`config.mk`:
```
export PLATFORM = sky130hd
export DESIGN_NAME = point_to_polyline_min_distance
export DESIGN_NICKNAME = d
export VERILOG_FILES = /design/src/hdl/ptpd_pkg.sv /design/src/hdl/ptpd_mul.sv /design/src/hdl/ptpd_sqrt.sv /design/src/hdl/ptpd_div.sv /design/src/hdl/point_to_polyline_min_distance.sv
export VERILOG_INCLUDE_DIRS = /design/src /design/src/hdl
export SDC_FILE = /design/constraint.sdc
export NUM_CORES = 2
export LEC_CHECK = 0
export ABC_CLOCK_PERIOD_IN_PS = 18400
export BUFFER_PORTS_ARGS = -buffer_cell sky130_fd_sc_hd__buf_4
export CAP_MARGIN = 20
export CORE_UTILIZATION = 65
export CTS_BUF_LIST = sky130_fd_sc_hd__clkbuf_8 sky130_fd_sc_hd__clkbuf_16
export CTS_CLUSTER_DIAMETER = 120
export CTS_CLUSTER_SIZE = 25
export DETAILED_ROUTE_END_ITERATION = 10
export PLACE_DENSITY = 0.82
export SYNTH_ARGS = -nofsm -noshare
export SYNTH_HDL_FRONTEND = slang
export SYNTH_SLANG_ARGS = --single-unit
```
`constraint.sdc`:
```
create_clock -name clk -period 18.4 [get_ports clk]
set_input_delay 3.68 -clock clk [delete_from_list [all_inputs] [get_ports clk]]
set_output_delay 3.68 -clock clk [all_outputs]
set_load 0.02 [all_outputs]
```
`src/hdl/point_to_polyline_min_distance_defines.svh`:
```
// Assertion macros for the point to polyline block
`ifndef POINT_TO_POLYLINE_MIN_DISTANCE_DEFINES_SVH
`define POINT_TO_POLYLINE_MIN_DISTANCE_DEFINES_SVH

`ifndef ASSERT_OFF
`define PTPD_ASSERT_IMP(lbl, clk, rstn, a, b, msg) \
	lbl: assert property (@(posedge clk) disable iff (!rstn) (a) |-> (b)) else $error(msg);
`define PTPD_ASSERT_NXT(lbl, clk, rstn, a, b, msg) \
	lbl: assert property (@(posedge clk) disable iff (!rstn) (a) |=> (b)) else $error(msg);
`else
`define PTPD_ASSERT_IMP(lbl, clk, rstn, a, b, msg)
`define PTPD_ASSERT_NXT(lbl, clk, rstn, a, b, msg)
`endif

`endif

```
`src/hdl/ptpd_pkg.sv`:
```
package ptpd_pkg;
	localparam int DEF_COORD_WIDTH = 32;
	localparam int DIST_W = 48;
	localparam int SCALE_W = 24;
	localparam int IDX_W = 2;
	localparam logic [DIST_W-1:0] MAX48 = {DIST_W{1'b1}};
	localparam logic [IDX_W-1:0] REG_SCALE_EN = 2'd0;
	localparam logic [IDX_W-1:0] REG_LNG_SCALE = 2'd1;
	localparam logic [IDX_W-1:0] REG_LAT_SCALE = 2'd2;
	localparam logic [SCALE_W-1:0] LNG_SCALE_RST = 24'd5640683;
	localparam logic [SCALE_W-1:0] LAT_SCALE_RST = 24'd7287268;
endpackage

```
`src/hdl/ptpd_mul.sv`:
```
module ptpd_mul import ptpd_pkg::*; #(
	parameter int WIDTH = DEF_COORD_WIDTH + 8
) (
	input  logic               clk,
	input  logic               arst_n,
	input  logic               start,
	input  logic [WIDTH-1:0]   a,
	input  logic [WIDTH-1:0]   b,
	output logic               done,
	output logic [2*WIDTH-1:0] p
);
	localparam int CW = $clog2(WIDTH);
	logic [2*WIDTH-1:0] p_q;
	logic [CW-1:0] cnt_q;
	logic busy_q, done_q;
	logic [WIDTH:0] sum;

	assign sum = {1'b0, p_q[2*WIDTH-1:WIDTH]} + (p_q[0] ? {1'b0, a} : {(WIDTH+1){1'b0}});

	always_ff @(posedge clk or negedge arst_n) begin
		if (!arst_n) begin
			busy_q <= 1'b0;
			done_q <= 1'b0;
			cnt_q <= '0;
		end else begin
			done_q <= 1'b0;
			if (start) begin
				busy_q <= 1'b1;
				cnt_q <= '0;
			end else if (busy_q) begin
				cnt_q <= cnt_q + 1'b1;
				if (cnt_q == CW'(WIDTH-1)) begin
					busy_q <= 1'b0;
					done_q <= 1'b1;
				end
			end
		end
	end

	always_ff @(posedge clk) begin
		if (start) begin
			p_q <= {{WIDTH{1'b0}}, b};
		end else if (busy_q) begin
			p_q <= {sum, p_q[WIDTH-1:1]};
		end
	end

	assign done = done_q;
	assign p = p_q;
endmodule

```
`src/hdl/ptpd_sqrt.sv`:
```
module ptpd_sqrt import ptpd_pkg::*; #(
	parameter int NW = 2 * DEF_COORD_WIDTH + 18
) (
	input  logic            clk,
	input  logic            arst_n,
	input  logic            start,
	input  logic [NW-1:0]   n,
	output logic            done,
	output logic [NW/2-1:0] root
);
	localparam int HW = NW / 2;
	localparam int CW = $clog2(HW);
	logic [NW-1:0] n_q;
	logic [HW+1:0] rem_q, rs, trial;
	logic [HW-1:0] root_q;
	logic [CW-1:0] cnt_q;
	logic busy_q, done_q, fit;

	assign rs = {rem_q[HW-1:0], n_q[NW-1:NW-2]};
	assign trial = {root_q, 2'b01};
	assign fit = rs >= trial;

	always_ff @(posedge clk or negedge arst_n) begin
		if (!arst_n) begin
			busy_q <= 1'b0;
			done_q <= 1'b0;
			cnt_q <= '0;
		end else begin
			done_q <= 1'b0;
			if (start) begin
				busy_q <= 1'b1;
				cnt_q <= '0;
			end else if (busy_q) begin
				cnt_q <= cnt_q + 1'b1;
				if (cnt_q == CW'(HW-1)) begin
					busy_q <= 1'b0;
					done_q <= 1'b1;
				end
			end
		end
	end

	always_ff @(posedge clk) begin
		if (start) begin
			n_q <= n;
			rem_q <= '0;
			root_q <= '0;
		end else if (busy_q) begin
			n_q <= {n_q[NW-3:0], 2'b00};
			rem_q <= fit ? (rs - trial) : rs;
			root_q <= {root_q[HW-2:0], fit};
		end
	end

	assign done = done_q;
	assign root = root_q;
endmodule

```
`src/hdl/ptpd_div.sv`:
```
module ptpd_div import ptpd_pkg::*; #(
	parameter int NW = 2 * DEF_COORD_WIDTH + 17,
	parameter int DW = DEF_COORD_WIDTH + 9
) (
	input  logic          clk,
	input  logic          arst_n,
	input  logic          start,
	input  logic [NW-1:0] num,
	input  logic [DW-1:0] den,
	output logic          done,
	output logic [NW-1:0] quo
);
	localparam int CW = $clog2(NW);
	logic [NW-1:0] q_q;
	logic [DW-1:0] rem_q, den_q;
	logic [DW:0] rs, diff;
	logic [CW-1:0] cnt_q;
	logic busy_q, done_q, fit;

	assign rs = {rem_q, q_q[NW-1]};
	assign diff = rs - {1'b0, den_q};
	assign fit = rs >= {1'b0, den_q};

	always_ff @(posedge clk or negedge arst_n) begin
		if (!arst_n) begin
			busy_q <= 1'b0;
			done_q <= 1'b0;
			cnt_q <= '0;
		end else begin
			done_q <= 1'b0;
			if (start) begin
				busy_q <= 1'b1;
				cnt_q <= '0;
			end else if (busy_q) begin
				cnt_q <= cnt_q + 1'b1;
				if (cnt_q == CW'(NW-1)) begin
					busy_q <= 1'b0;
					done_q <= 1'b1;
				end
			end
		end
	end

	always_ff @(posedge clk) begin
		if (start) begin
			q_q <= num;
			rem_q <= '0;
			den_q <= den;
		end else if (busy_q) begin
			rem_q <= fit ? diff[DW-1:0] : rs[DW-1:0];
			q_q <= {q_q[NW-2:0], fit};
		end
	end

	assign done = done_q;
	assign quo = q_q;
endmodule

```
`src/hdl/point_to_polyline_min_distance.sv`:
```
// channel   | group            | fields (lsb first)
// ----------+------------------+-------------------------------------------------
// input     | s_tvalid/tready  | tdata: point_x, point_y, vertex_x, vertex_y
//           |                  | tuser: first_vertex, last_vertex
// output    | m_tvalid/tready  | tdata: min_distance; tuser: no_segment
// config    | wr_en            | wr_index, wr_data
//
// A first-vertex request stores the vertex and restarts the running minimum. A
// segment request runs one shared bit-serial multiplier (6 scaling passes when
// scale_enable, then 10 product passes), a 2-bit-per-cycle square root (2 or 3
// passes) and a 1-bit-per-cycle divider (inside the segment only).
// Reset is asynchronous, active low. A result waits in the output register; a
// new request is taken meanwhile, and a final vertex holds only until the output
// register is free.
module point_to_polyline_min_distance import ptpd_pkg::*; #(
	parameter int COORD_WIDTH = DEF_COORD_WIDTH
) (
	input  logic clk,
	input  logic arst_n,
	input  logic s_tvalid,
	output logic s_tready,
	// point_x, point_y, vertex_x, vertex_y
	input  logic [((4*COORD_WIDTH+7)/8)*8-1:0] s_tdata,
	// first_vertex, last_vertex
	input  logic [1:0] s_tuser,
	output logic m_tvalid,
	input  logic m_tready,
	// min_distance
	output logic [DIST_W-1:0] m_tdata,
	// no_segment
	output logic [0:0] m_tuser,
	input  logic wr_en,
	input  logic [IDX_W-1:0] wr_index,
	input  logic [SCALE_W-1:0] wr_data
);
	localparam int W = COORD_WIDTH;
	localparam int DW = W + 1;
	localparam int MW = W + 8;
	localparam int PW = 2 * MW;
	localparam int SW = PW + 1;
	localparam int AW = PW + 2;
	localparam int RW = MW + 1;
	localparam int XW = (RW > DIST_W) ? RW : DIST_W;

	localparam logic [3:0] ST_IDLE = 4'd0;
	localparam logic [3:0] ST_DIFF = 4'd1;
	localparam logic [3:0] ST_SMUL = 4'd2;
	localparam logic [3:0] ST_PMUL = 4'd3;
	localparam logic [3:0] ST_PWAIT = 4'd4;
	localparam logic [3:0] ST_TEST = 4'd5;
	localparam logic [3:0] ST_SQRT = 4'd6;
	localparam logic [3:0] ST_SWAIT = 4'd7;
	localparam logic [3:0] ST_DIVS = 4'd8;
	localparam logic [3:0] ST_DIVW = 4'd9;
	localparam logic [3:0] ST_UPD = 4'd10;
	localparam logic [3:0] ST_FIN = 4'd11;

	logic [3:0] state_q;
	logic scale_en_q;
	logic [SCALE_W-1:0] lng_q, lat_q;
	logic signed [W-1:0] px_q, py_q, vx_q, vy_q, prev_x_q, prev_y_q;
	logic last_q;
	logic [DIST_W-1:0] best_q, da_q, dc_q, perp_q;
	logic seen_q, inside_q;
	logic [2:0] k_q;
	logic [3:0] pidx_q;
	logic [MW-1:0] axm_q, aym_q, bxm_q, bym_q, cxm_q, cym_q;
	logic axs_q, ays_q, bxs_q, bys_q;
	logic signed [AW-1:0] acc_q, dot_q, cr_q;
	logic [SW-1:0] da2_q, dc2_q, len2_q;
	logic [RW-1:0] len_q;
	logic m_tvalid_q;
	logic [DIST_W-1:0] m_tdata_q;
	logic m_tuser_q;

	logic signed [W-1:0] opa, opb;
	logic [DW-1:0] dsub, dmag;
	logic dneg;
	logic [SCALE_W-1:0] sc;
	logic [MW-1:0] cur_mag, pa, pb;
	logic cur_sgn, ps;
	logic mul_start, mul_done;
	logic [MW-1:0] mul_a, mul_b;
	logic [PW-1:0] mul_p, rnd;
	logic [AW-1:0] pe, term, psum;
	logic sq_start, sq_done;
	logic [SW:0] sq_n;
	logic [RW-1:0] sq_root;
	logic [XW-1:0] root_x;
	logic [DIST_W-1:0] root_sat, quo_sat, dmin, dseg;
	logic div_start, div_done;
	logic [SW-1:0] div_quo, crm;
	logic [AW-1:0] crabs;
	logic [AW:0] gap;
	logic dot_pos, gap_pos, out_free;

	// configuration
	always_ff @(posedge clk or negedge arst_n) begin
		if (!arst_n) begin
			scale_en_q <= 1'b1;
			lng_q <= LNG_SCALE_RST;
			lat_q <= LAT_SCALE_RST;
		end else if (wr_en) begin
			case (wr_index)
				REG_SCALE_EN: scale_en_q <= wr_data[0];
				REG_LNG_SCALE: lng_q <= wr_data;
				REG_LAT_SCALE: lat_q <= wr_data;
				default: ;
			endcase
		end
	end

	// coordinate differences, one per cycle when scaling is off; with scaling each waits for its multiplier pass
	always_comb begin
		case (k_q)
			3'd0: begin opa = px_q; opb = prev_x_q; end
			3'd1: begin opa = py_q; opb = prev_y_q; end
			3'd2: begin opa = vx_q; opb = prev_x_q; end
			3'd3: begin opa = vy_q; opb = prev_y_q; end
			3'd4: begin opa = px_q; opb = vx_q; end
			default: begin opa = py_q; opb = vy_q; end
		endcase
		sc = k_q[0] ? lat_q : lng_q;
	end
	assign dsub = {opa[W-1], opa} - {opb[W-1], opb};
	assign dneg = dsub[DW-1];
	assign dmag = dneg ? (~dsub + 1'b1) : dsub;
	assign rnd = mul_p + PW'(32768);
	assign cur_mag = (state_q == ST_SMUL) ? rnd[MW+15:16] : {{(MW-DW){1'b0}}, dmag};
	assign cur_sgn = dneg;

	// product operands
	always_comb begin
		case (pidx_q)
			4'd0: begin pa = axm_q; pb = axm_q; ps = 1'b0; end
			4'd1: begin pa = aym_q; pb = aym_q; ps = 1'b0; end
			4'd2: begin pa = cxm_q; pb = cxm_q; ps = 1'b0; end
			4'd3: begin pa = cym_q; pb = cym_q; ps = 1'b0; end
			4'd4: begin pa = axm_q; pb = bxm_q; ps = axs_q ^ bxs_q; end
			4'd5: begin pa = aym_q; pb = bym_q; ps = ays_q ^ bys_q; end
			4'd6: begin pa = bxm_q; pb = bxm_q; ps = 1'b0; end
			4'd7: begin pa = bym_q; pb = bym_q; ps = 1'b0; end
			4'd8: begin pa = bxm_q; pb = aym_q; ps = bxs_q ^ ays_q; end
			default: begin pa = bym_q; pb = axm_q; ps = ~(bys_q ^ axs_q); end
		endcase
	end

	assign mul_start = ((state_q == ST_DIFF) && scale_en_q) || (state_q == ST_PMUL);
	assign mul_a = (state_q == ST_PMUL || state_q == ST_PWAIT) ? pa :
		{{(MW-DW){1'b0}}, dmag};
	assign mul_b = (state_q == ST_PMUL) ? pb : {{(MW-SCALE_W){1'b0}}, sc};

	assign pe = {{(AW-PW){1'b0}}, mul_p};
	assign term = ps ? (~pe + 1'b1) : pe;
	assign psum = acc_q + term;

	assign dot_pos = !dot_q[AW-1] && (dot_q != '0);
	assign gap = $signed({2'b00, len2_q}) - $signed({dot_q[AW-1], dot_q});
	assign gap_pos = !gap[AW] && (gap != '0);

	always_comb begin
		case (k_q)
			3'd0: sq_n = {1'b0, da2_q};
			3'd1: sq_n = {1'b0, dc2_q};
			default: sq_n = {1'b0, len2_q};
		endcase
	end
	assign sq_start = (state_q == ST_SQRT);
	assign root_x = XW'(sq_root);
	assign root_sat = (root_x > XW'(MAX48)) ? MAX48 : root_x[DIST_W-1:0];

	assign crabs = cr_q[AW-1] ? (~cr_q + 1'b1) : cr_q;
	assign crm = crabs[SW-1:0];
	assign div_start = (state_q == ST_DIVS) && (len_q != '0);
	assign quo_sat = (div_quo > SW'(MAX48)) ? MAX48 : div_quo[DIST_W-1:0];

	assign dmin = (da_q <= dc_q) ? da_q : dc_q;
	assign dseg = (inside_q && (perp_q < dmin)) ? perp_q : dmin;
	assign out_free = !m_tvalid_q || m_tready;

	ptpd_mul #(.WIDTH(MW)) u_mul (
		.clk(clk), .arst_n(arst_n), .start(mul_start), .a(mul_a), .b(mul_b),
		.done(mul_done), .p(mul_p)
	);

	ptpd_sqrt #(.NW(SW + 1)) u_sqrt (
		.clk(clk), .arst_n(arst_n), .start(sq_start), .n(sq_n),
		.done(sq_done), .root(sq_root)
	);

	ptpd_div #(.NW(SW), .DW(RW)) u_div (
		.clk(clk), .arst_n(arst_n), .start(div_start), .num(crm), .den(len_q),
		.done(div_done), .quo(div_quo)
	);

	always_ff @(posedge clk or negedge arst_n) begin
		if (!arst_n) begin
			state_q <= ST_IDLE;
			prev_x_q <= '0;
			prev_y_q <= '0;
			best_q <= MAX48;
			seen_q <= 1'b0;
			k_q <= '0;
			pidx_q <= '0;
			last_q <= 1'b0;
			m_tvalid_q <= 1'b0;
		end else begin
			case (state_q)
				ST_IDLE: begin
					if (s_tvalid) begin
						last_q <= s_tuser[1];
						k_q <= '0;
						if (s_tuser[0]) begin
							best_q <= MAX48;
							seen_q <= 1'b0;
							prev_x_q <= s_tdata[3*W-1:2*W];
							prev_y_q <= s_tdata[4*W-1:3*W];
							state_q <= ST_FIN;
						end else begin
							state_q <= ST_DIFF;
						end
					end
				end
				ST_DIFF, ST_SMUL: begin
					if ((state_q == ST_DIFF && !scale_en_q) || (state_q == ST_SMUL && mul_done)) begin
						if (k_q == 3'd5) begin
							pidx_q <= '0;
							state_q <= ST_PMUL;
						end else begin
							k_q <= k_q + 1'b1;
							state_q <= ST_DIFF;
						end
					end else if (state_q == ST_DIFF) begin
						state_q <= ST_SMUL;
					end
				end
				ST_PMUL: state_q <= ST_PWAIT;
				ST_PWAIT: begin
					if (mul_done) begin
						if (pidx_q == 4'd9) begin
							state_q <= ST_TEST;
						end else begin
							pidx_q <= pidx_q + 1'b1;
							state_q <= ST_PMUL;
						end
					end
				end
				ST_TEST: begin
					k_q <= '0;
					state_q <= ST_SQRT;
				end
				ST_SQRT: state_q <= ST_SWAIT;
				ST_SWAIT: begin
					if (sq_done) begin
						if (k_q == 3'd2) begin
							state_q <= ST_DIVS;
						end else if (k_q == 3'd1 && !inside_q) begin
							state_q <= ST_UPD;
						end else begin
							k_q <= k_q + 1'b1;
							state_q <= ST_SQRT;
						end
					end
				end
				ST_DIVS: state_q <= (len_q == '0) ? ST_UPD : ST_DIVW;
				ST_DIVW: begin
					if (div_done) begin
						state_q <= ST_UPD;
					end
				end
				ST_UPD: begin
					if (dseg < best_q) begin
						best_q <= dseg;
					end
					seen_q <= 1'b1;
					prev_x_q <= vx_q;
					prev_y_q <= vy_q;
					state_q <= ST_FIN;
				end
				ST_FIN: begin
					if (!last_q) begin
						state_q <= ST_IDLE;
					end else if (out_free) begin
						best_q <= MAX48;
						seen_q <= 1'b0;
						state_q <= ST_IDLE;
					end
				end
				default: state_q <= ST_IDLE;
			endcase
			if (state_q == ST_FIN && last_q && out_free) begin
				m_tvalid_q <= 1'b1;
			end else if (m_tready) begin
				m_tvalid_q <= 1'b0;
			end
		end
	end

	always_ff @(posedge clk) begin
		if (state_q == ST_IDLE && s_tvalid) begin
			px_q <= s_tdata[W-1:0];
			py_q <= s_tdata[2*W-1:W];
			vx_q <= s_tdata[3*W-1:2*W];
			vy_q <= s_tdata[4*W-1:3*W];
		end
		if ((state_q == ST_DIFF && !scale_en_q) || (state_q == ST_SMUL && mul_done)) begin
			case (k_q)
				3'd0: begin axm_q <= cur_mag; axs_q <= cur_sgn; end
				3'd1: begin aym_q <= cur_mag; ays_q <= cur_sgn; end
				3'd2: begin bxm_q <= cur_mag; bxs_q <= cur_sgn; end
				3'd3: begin bym_q <= cur_mag; bys_q <= cur_sgn; end
				3'd4: cxm_q <= cur_mag;
				default: cym_q <= cur_mag;
			endcase
		end
		if (state_q == ST_PWAIT && mul_done) begin
			if (!pidx_q[0]) begin
				acc_q <= term;
			end else begin
				case (pidx_q)
					4'd1: da2_q <= psum[SW-1:0];
					4'd3: dc2_q <= psum[SW-1:0];
					4'd5: dot_q <= psum;
					4'd7: len2_q <= psum[SW-1:0];
					default: cr_q <= psum;
				endcase
			end
		end
		if (state_q == ST_TEST) begin
			inside_q <= dot_pos && gap_pos;
		end
		if (state_q == ST_SWAIT && sq_done) begin
			case (k_q)
				3'd0: da_q <= root_sat;
				3'd1: dc_q <= root_sat;
				default: len_q <= sq_root;
			endcase
		end
		if (state_q == ST_DIVS && len_q == '0) begin
			perp_q <= MAX48;
		end
		if (state_q == ST_DIVW && div_done) begin
			perp_q <= quo_sat;
		end
		if (state_q == ST_FIN && last_q && out_free) begin
			m_tdata_q <= seen_q ? best_q : MAX48;
			m_tuser_q <= !seen_q;
		end
	end

	assign s_tready = (state_q == ST_IDLE);
	assign m_tvalid = m_tvalid_q;
	assign m_tdata = m_tdata_q;
	assign m_tuser = m_tuser_q;

`include "point_to_polyline_min_distance_defines.svh"

	`PTPD_ASSERT_IMP(a_noseg_max, clk, arst_n, m_tvalid && m_tuser[0], m_tdata == MAX48, "no_segment result without all-ones distance")
	`PTPD_ASSERT_NXT(a_hold_fin, clk, arst_n, state_q == ST_FIN && last_q && m_tvalid && !m_tready, state_q == ST_FIN, "pending result overwritten")
	`PTPD_ASSERT_IMP(a_sq_state, clk, arst_n, sq_done, state_q == ST_SWAIT, "root finished outside its wait state")
endmodule
```
==> qor.tcl <==
set qor(effective_utilization_at_floorplan_pct) 65.62
set qor(die_w_um) 377.8
set qor(slew-limit-headroom_pct) 11.54
set qor(synth.lib_cells_used.distinct) 112
set qor(total_cts_buffers) 78
set qor(timing_max_transition_violations_final) 0
set qor(post_route_setup_tns_ns) 0
set qor(peakVddDrop_v) 0.00009524
set qor(die-area_sq_um) 142700
set qor(period_minus_slack_ns) 11.04
set qor(hold_violations) 0
set qor(fraction_of_layout_instances_using_a_drive_strength_above_1_pct) 7.849
set qor(hp-class) {reg -> reg}
set qor(critical_path.slowest_cell) {sky130_fd_sc_hd__dfrtp_2}
set qor(insertion_delay_ns) 0.77
set qor(tritoncts) {built}
set qor(avg_cell_area_syn_sq_um) 10.67
set qor(cap_viol_max_count) 0
set qor(synth_largest_area_cell) {sky130_fd_sc_hd__edfxtp_1}
set qor(gpl.final_weighted_congestion) 1.043
set qor(cts_clk_pin_slew_worst_paths_ns) 0.11
set qor(number_of_global_route_vias_before_repair) 67550
set qor(layout.nets) 9190
set qor(ys.flop_type) {sky130_fd_sc_hd__edfxtp_1}
set qor(pwr-share-seq_pct) 64.9
set qor(crit_arrival_ns) 11.69
set qor(remaining_drc_errors) 0
set qor(io_buffer_count) 211
set qor(netlist_instances) 8604
set qor(total_placed_instance_area_sq_um) 95120
set qor(antenna_found_initial) 7
set qor(setup_viol_count_final) 0
set qor(ys_top_cells_by_area) {sky130_fd_sc_hd__edfxtp_1 43%, sky130_fd_sc_hd__ha_1 6.3%, sky130_fd_sc_hd__o21ai_0 3.6%, sky130_fd_sc_hd__a21oi_1 3.6%, sky130_fd_sc_hd__dfxtp_1 3.6%}
set qor(vias) 70460
set qor(cts-root-to-sink-buffers) 3
set qor(proportion_of_total_power_due_to_net_switching_pct) 21.30
set qor(ctsResizeCount) 0
set qor(final_min_period_over_clock_period_pct) 59.99
set qor(die_y_um) 377.8
set qor(worstPathRequired_ns) 19.05
set qor(synth_enable_flop_cells) 1326
set qor(maxClockFrequency_mhz) 90.60
set qor(register_area_sq_um) 48190
set qor(timing.clock.skew_ns) 0.05695
set qor(critPathMaxFanout) 64
set qor(largest_net_degree_at_the_start_of_global_routing) 120
set qor(floorplan.rows) 137
set qor(clk_root_buffer_cell) {sky130_fd_sc_hd__clkbuf_16}
set qor(worst_slew_pin_slew_ns) 1.327
set qor(layout-area-overhead-vs-synth_pct) 6.283
set qor(cts-htree-levels) 3
set qor(critical-path-top-cell-by-count) {sky130_fd_sc_hd__o21ai_0}
set qor(postLayoutCellArea_sq_um) 97550
set qor(total_leakage_power_nw) 38.87
set qor(worstSetupEndpointType) {register}
set qor(rsz0062_at_grt) {false}
set qor(drt_wl_total_mm) 276.5
set qor(internal-power_mw) 4.990
set qor(multi_input_comb_area_sq_um) 40550
set qor(utilization_pct) 69.74
set qor(synthDominantCellAreaShare_pct) 43.38
set qor(cts.hold.buffers_added) 0
set qor(wire_per_inst_um) 26.33
set qor(ys.warnings.count) 0
set qor(synth-seq-area-share_pct) 52.49
set qor(holdWs_ns) 0.4588
set qor(dp_hpwl_mm) 205.0
set qor(final_antenna_violating_net_count) 0
set qor(via_per_inst) 6.708
set qor(ys_async_sr_fraction_pct) 11.84
set qor(p_per_area_nw_per_um2) 64.99
set qor(drtIter0Drc) 7941
set qor(all_layer_gr_usage_pct) 38.08
set qor(pwr-share-clk_pct) 32.1
set qor(worstSetupStartpointType) {register}
set qor(timing_worst_setup_path_type) {reg -> reg}
set qor(comb_power_share_pct) 3.0
set qor(critPathMaxStageDelay_ns) 1.03
set qor(post_cts_buffers) 0
set qor(clock_sinks) 1689
set qor(power_switching_mw) 1.351
set qor(status) {finished clean}
set qor(drtPass1Iterations) 10
set qor(fill_count) 10070
set qor(coreArea_sq_um) 139900
set qor(synthesis.area_sq_um) 91790
set qor(overflow) 0
set qor(global_route_wire_length_before_repair_mm) 409.3
set qor(postSynthRegisterBits) 1689
set qor(ioPinCount) 212
==> cell usage after synthesis, drive strengths merged, types with 25 or more instances <==
cell and count:
a211oi 99, a21o 248, a21oi 660, a221o 86, a221oi 70, a222oi 88, a22oi 102, a311oi 26
a31oi 82, and2 25, and3 52, buf 49, clkbuf 406, dfrtp 126, dfstp 74, dfxtp 163
edfxtp 1326, ha 465, inv 428, mux2 57, mux2i 241, nand2 735, nand2b 107, nand3 167
nand4 124, nor2 619, nor2b 70, nor3 98, nor4 94, o211ai 32, o21a 73, o21ai 669
o21bai 37, o31ai 56, o41ai 25, or2 33, or3 44, or4 31, xnor2 249, xor2 215
==> power groups by stage <==
stage	combinational, mW	clock [mW]	sequential, mW
2_1_floorplan	0.109	0	4.19
3_3_place_gp	0.181	0	4.20
3_5_place_dp	0.185	0	4.20
4_1_cts	0.187	2.04	4.12
5_1_grt	0.203	2.16	4.12
6_report	0.187	2.04	4.12
==> layout by cell type (no fill, tap or decap), types with 65 or more instances in the layout <==
cell type                   synthesis  routed
sky130_fd_sc_hd__edfxtp_1        1326    1326
sky130_fd_sc_hd__xnor2_1          249     249
sky130_fd_sc_hd__nand3_1          167     167
sky130_fd_sc_hd__dfrtp_1          126     122
sky130_fd_sc_hd__nand2_1          733     728
sky130_fd_sc_hd__a222oi_1          88      88
sky130_fd_sc_hd__o21a_1            72      72
sky130_fd_sc_hd__o21ai_0          661     660
sky130_fd_sc_hd__a221o_1           86      86
sky130_fd_sc_hd__a21oi_1          660     657
sky130_fd_sc_hd__nand4_1          124     124
sky130_fd_sc_hd__a22oi_1          102     102
sky130_fd_sc_hd__nor2_1           618     599
sky130_fd_sc_hd__dfxtp_1          163     163
sky130_fd_sc_hd__ha_1             465     464
sky130_fd_sc_hd__dfstp_2           74      74
sky130_fd_sc_hd__inv_1            428     482
sky130_fd_sc_hd__clkbuf_16          0      78
sky130_fd_sc_hd__nand2b_1         107     107
sky130_fd_sc_hd__xor2_1           215     215
sky130_fd_sc_hd__a211oi_1          97      97
sky130_fd_sc_hd__a21o_1           248     248
sky130_fd_sc_hd__mux2i_1          241     240
sky130_fd_sc_hd__nor2b_1           70      65
sky130_fd_sc_hd__a31oi_1           82      81
sky130_fd_sc_hd__a221oi_1          70      69
sky130_fd_sc_hd__nor4_1            91      88
sky130_fd_sc_hd__nor3_1            96      94
sky130_fd_sc_hd__buf_4              2     316
==> per-stage QoR <==
stage               total power, mW  setup slack (ns)  instances
floorplan                     4.303             9.790       8610
global placement              4.379             7.722      10350
detailed placement            4.386             7.657      10350
CTS                           6.346             7.610      10500
global route                  6.481             6.513      10500
finish                        6.340             7.362      10500
==> logic make-up after synthesis <==
kind of cell / after synthesis / synth area share (%)
AOI/OAI and AO/OA: 2528 / 17.91
xor gates and xnor gates: 464 / 4.428
adders and majority gates: 470 / 6.448
buffers and inverters: 884 / 3.690
DFF: 1689 / 52.49
muxes: 298 / 3.328
other: 1 / 0.004086
and+or+nand+nor: 2270 / 11.70
==> path summary, 6_finish.rpt <==
| kind | startpoint | end | slack (ns) | depth (start not counted) |
|---|---|---|---|---|
| min in group asynchronous | arst_n | u_div.cnt_q[5]$_DFFE_PN0P_ | 2.89 | 1 |
| worst max-delay path | k_q[0]$_DFFE_PN0P_ | u_mul.p[77]$_SDFFE_PN0P_ | 7.36 | 33 |
| worst min-delay path | len_q[2]$_DFFE_PP_ | u_div.den_q[2]$_DFFE_PP_ | 0.46 | 0 |
| worst max register to register | k_q[0]$_DFFE_PN0P_ | u_mul.p[77]$_SDFFE_PN0P_ | 7.36 | 33 |
| max in group asynchronous | arst_n | u_sqrt.busy_q$_DFF_PN0_ | 13.81 | 2 |
| worst min register to register | len_q[2]$_DFFE_PP_ | u_div.den_q[2]$_DFFE_PP_ | 0.46 | 0 |
==> sequential cells by signal, indices dropped and copies added, names as in the netlist, 48 cells and up <==
| register | count |
|---|---|
| len2_q | 81 |
| dot_q | 82 |
| u_sqrt.n_q | 82 |
| acc_q | 82 |
| m_tdata | 48 |
| u_div.quo | 81 |
| dc2_q | 81 |
| da2_q | 81 |
| u_mul.p | 80 |
| perp_q | 48 |
| cr_q | 82 |
| best_q | 48 |
==> area by class of cell <==
type                            instances  share of cell area, %
Clock buffer                           79                  2.015
Inverter                              429                  1.652
Multi-Input combinational cell       6037                  41.57
Tap cell                             1876                  2.406
Antenna cell                            2               0.005130
Timing Repair Buffer                  324                  2.550
Clock inverter                         67                 0.4079
Sequential cell                      1689                  49.40
==> worst max-delay path, delay by kind of cell, from the launching register on <==
kind                       cells  cell delay (ns)
AOI/OAI and AO/OA             15             4.25
xor gates and xnor gates       1             0.33
adders and majority gates      3             1.21
buffers and inverters          3             1.10
DFF                            1             1.03
muxes                          1             0.23
and+or+nand+nor               10             2.73
==> per-layer routing <==
metal / GRT usage, % / part of all wire [%] / vias up
met2: 65.37 / 49 / 3544
met4: 26.20 / 8.1 / 4
met3: 4.621 / 7.2 / 840
li1: - / - / 32100
met1: 44.61 / 36 / 33970
met5: 0 / 0.0087 / -
Note: power is estimated with default switching activity, not from simulation.
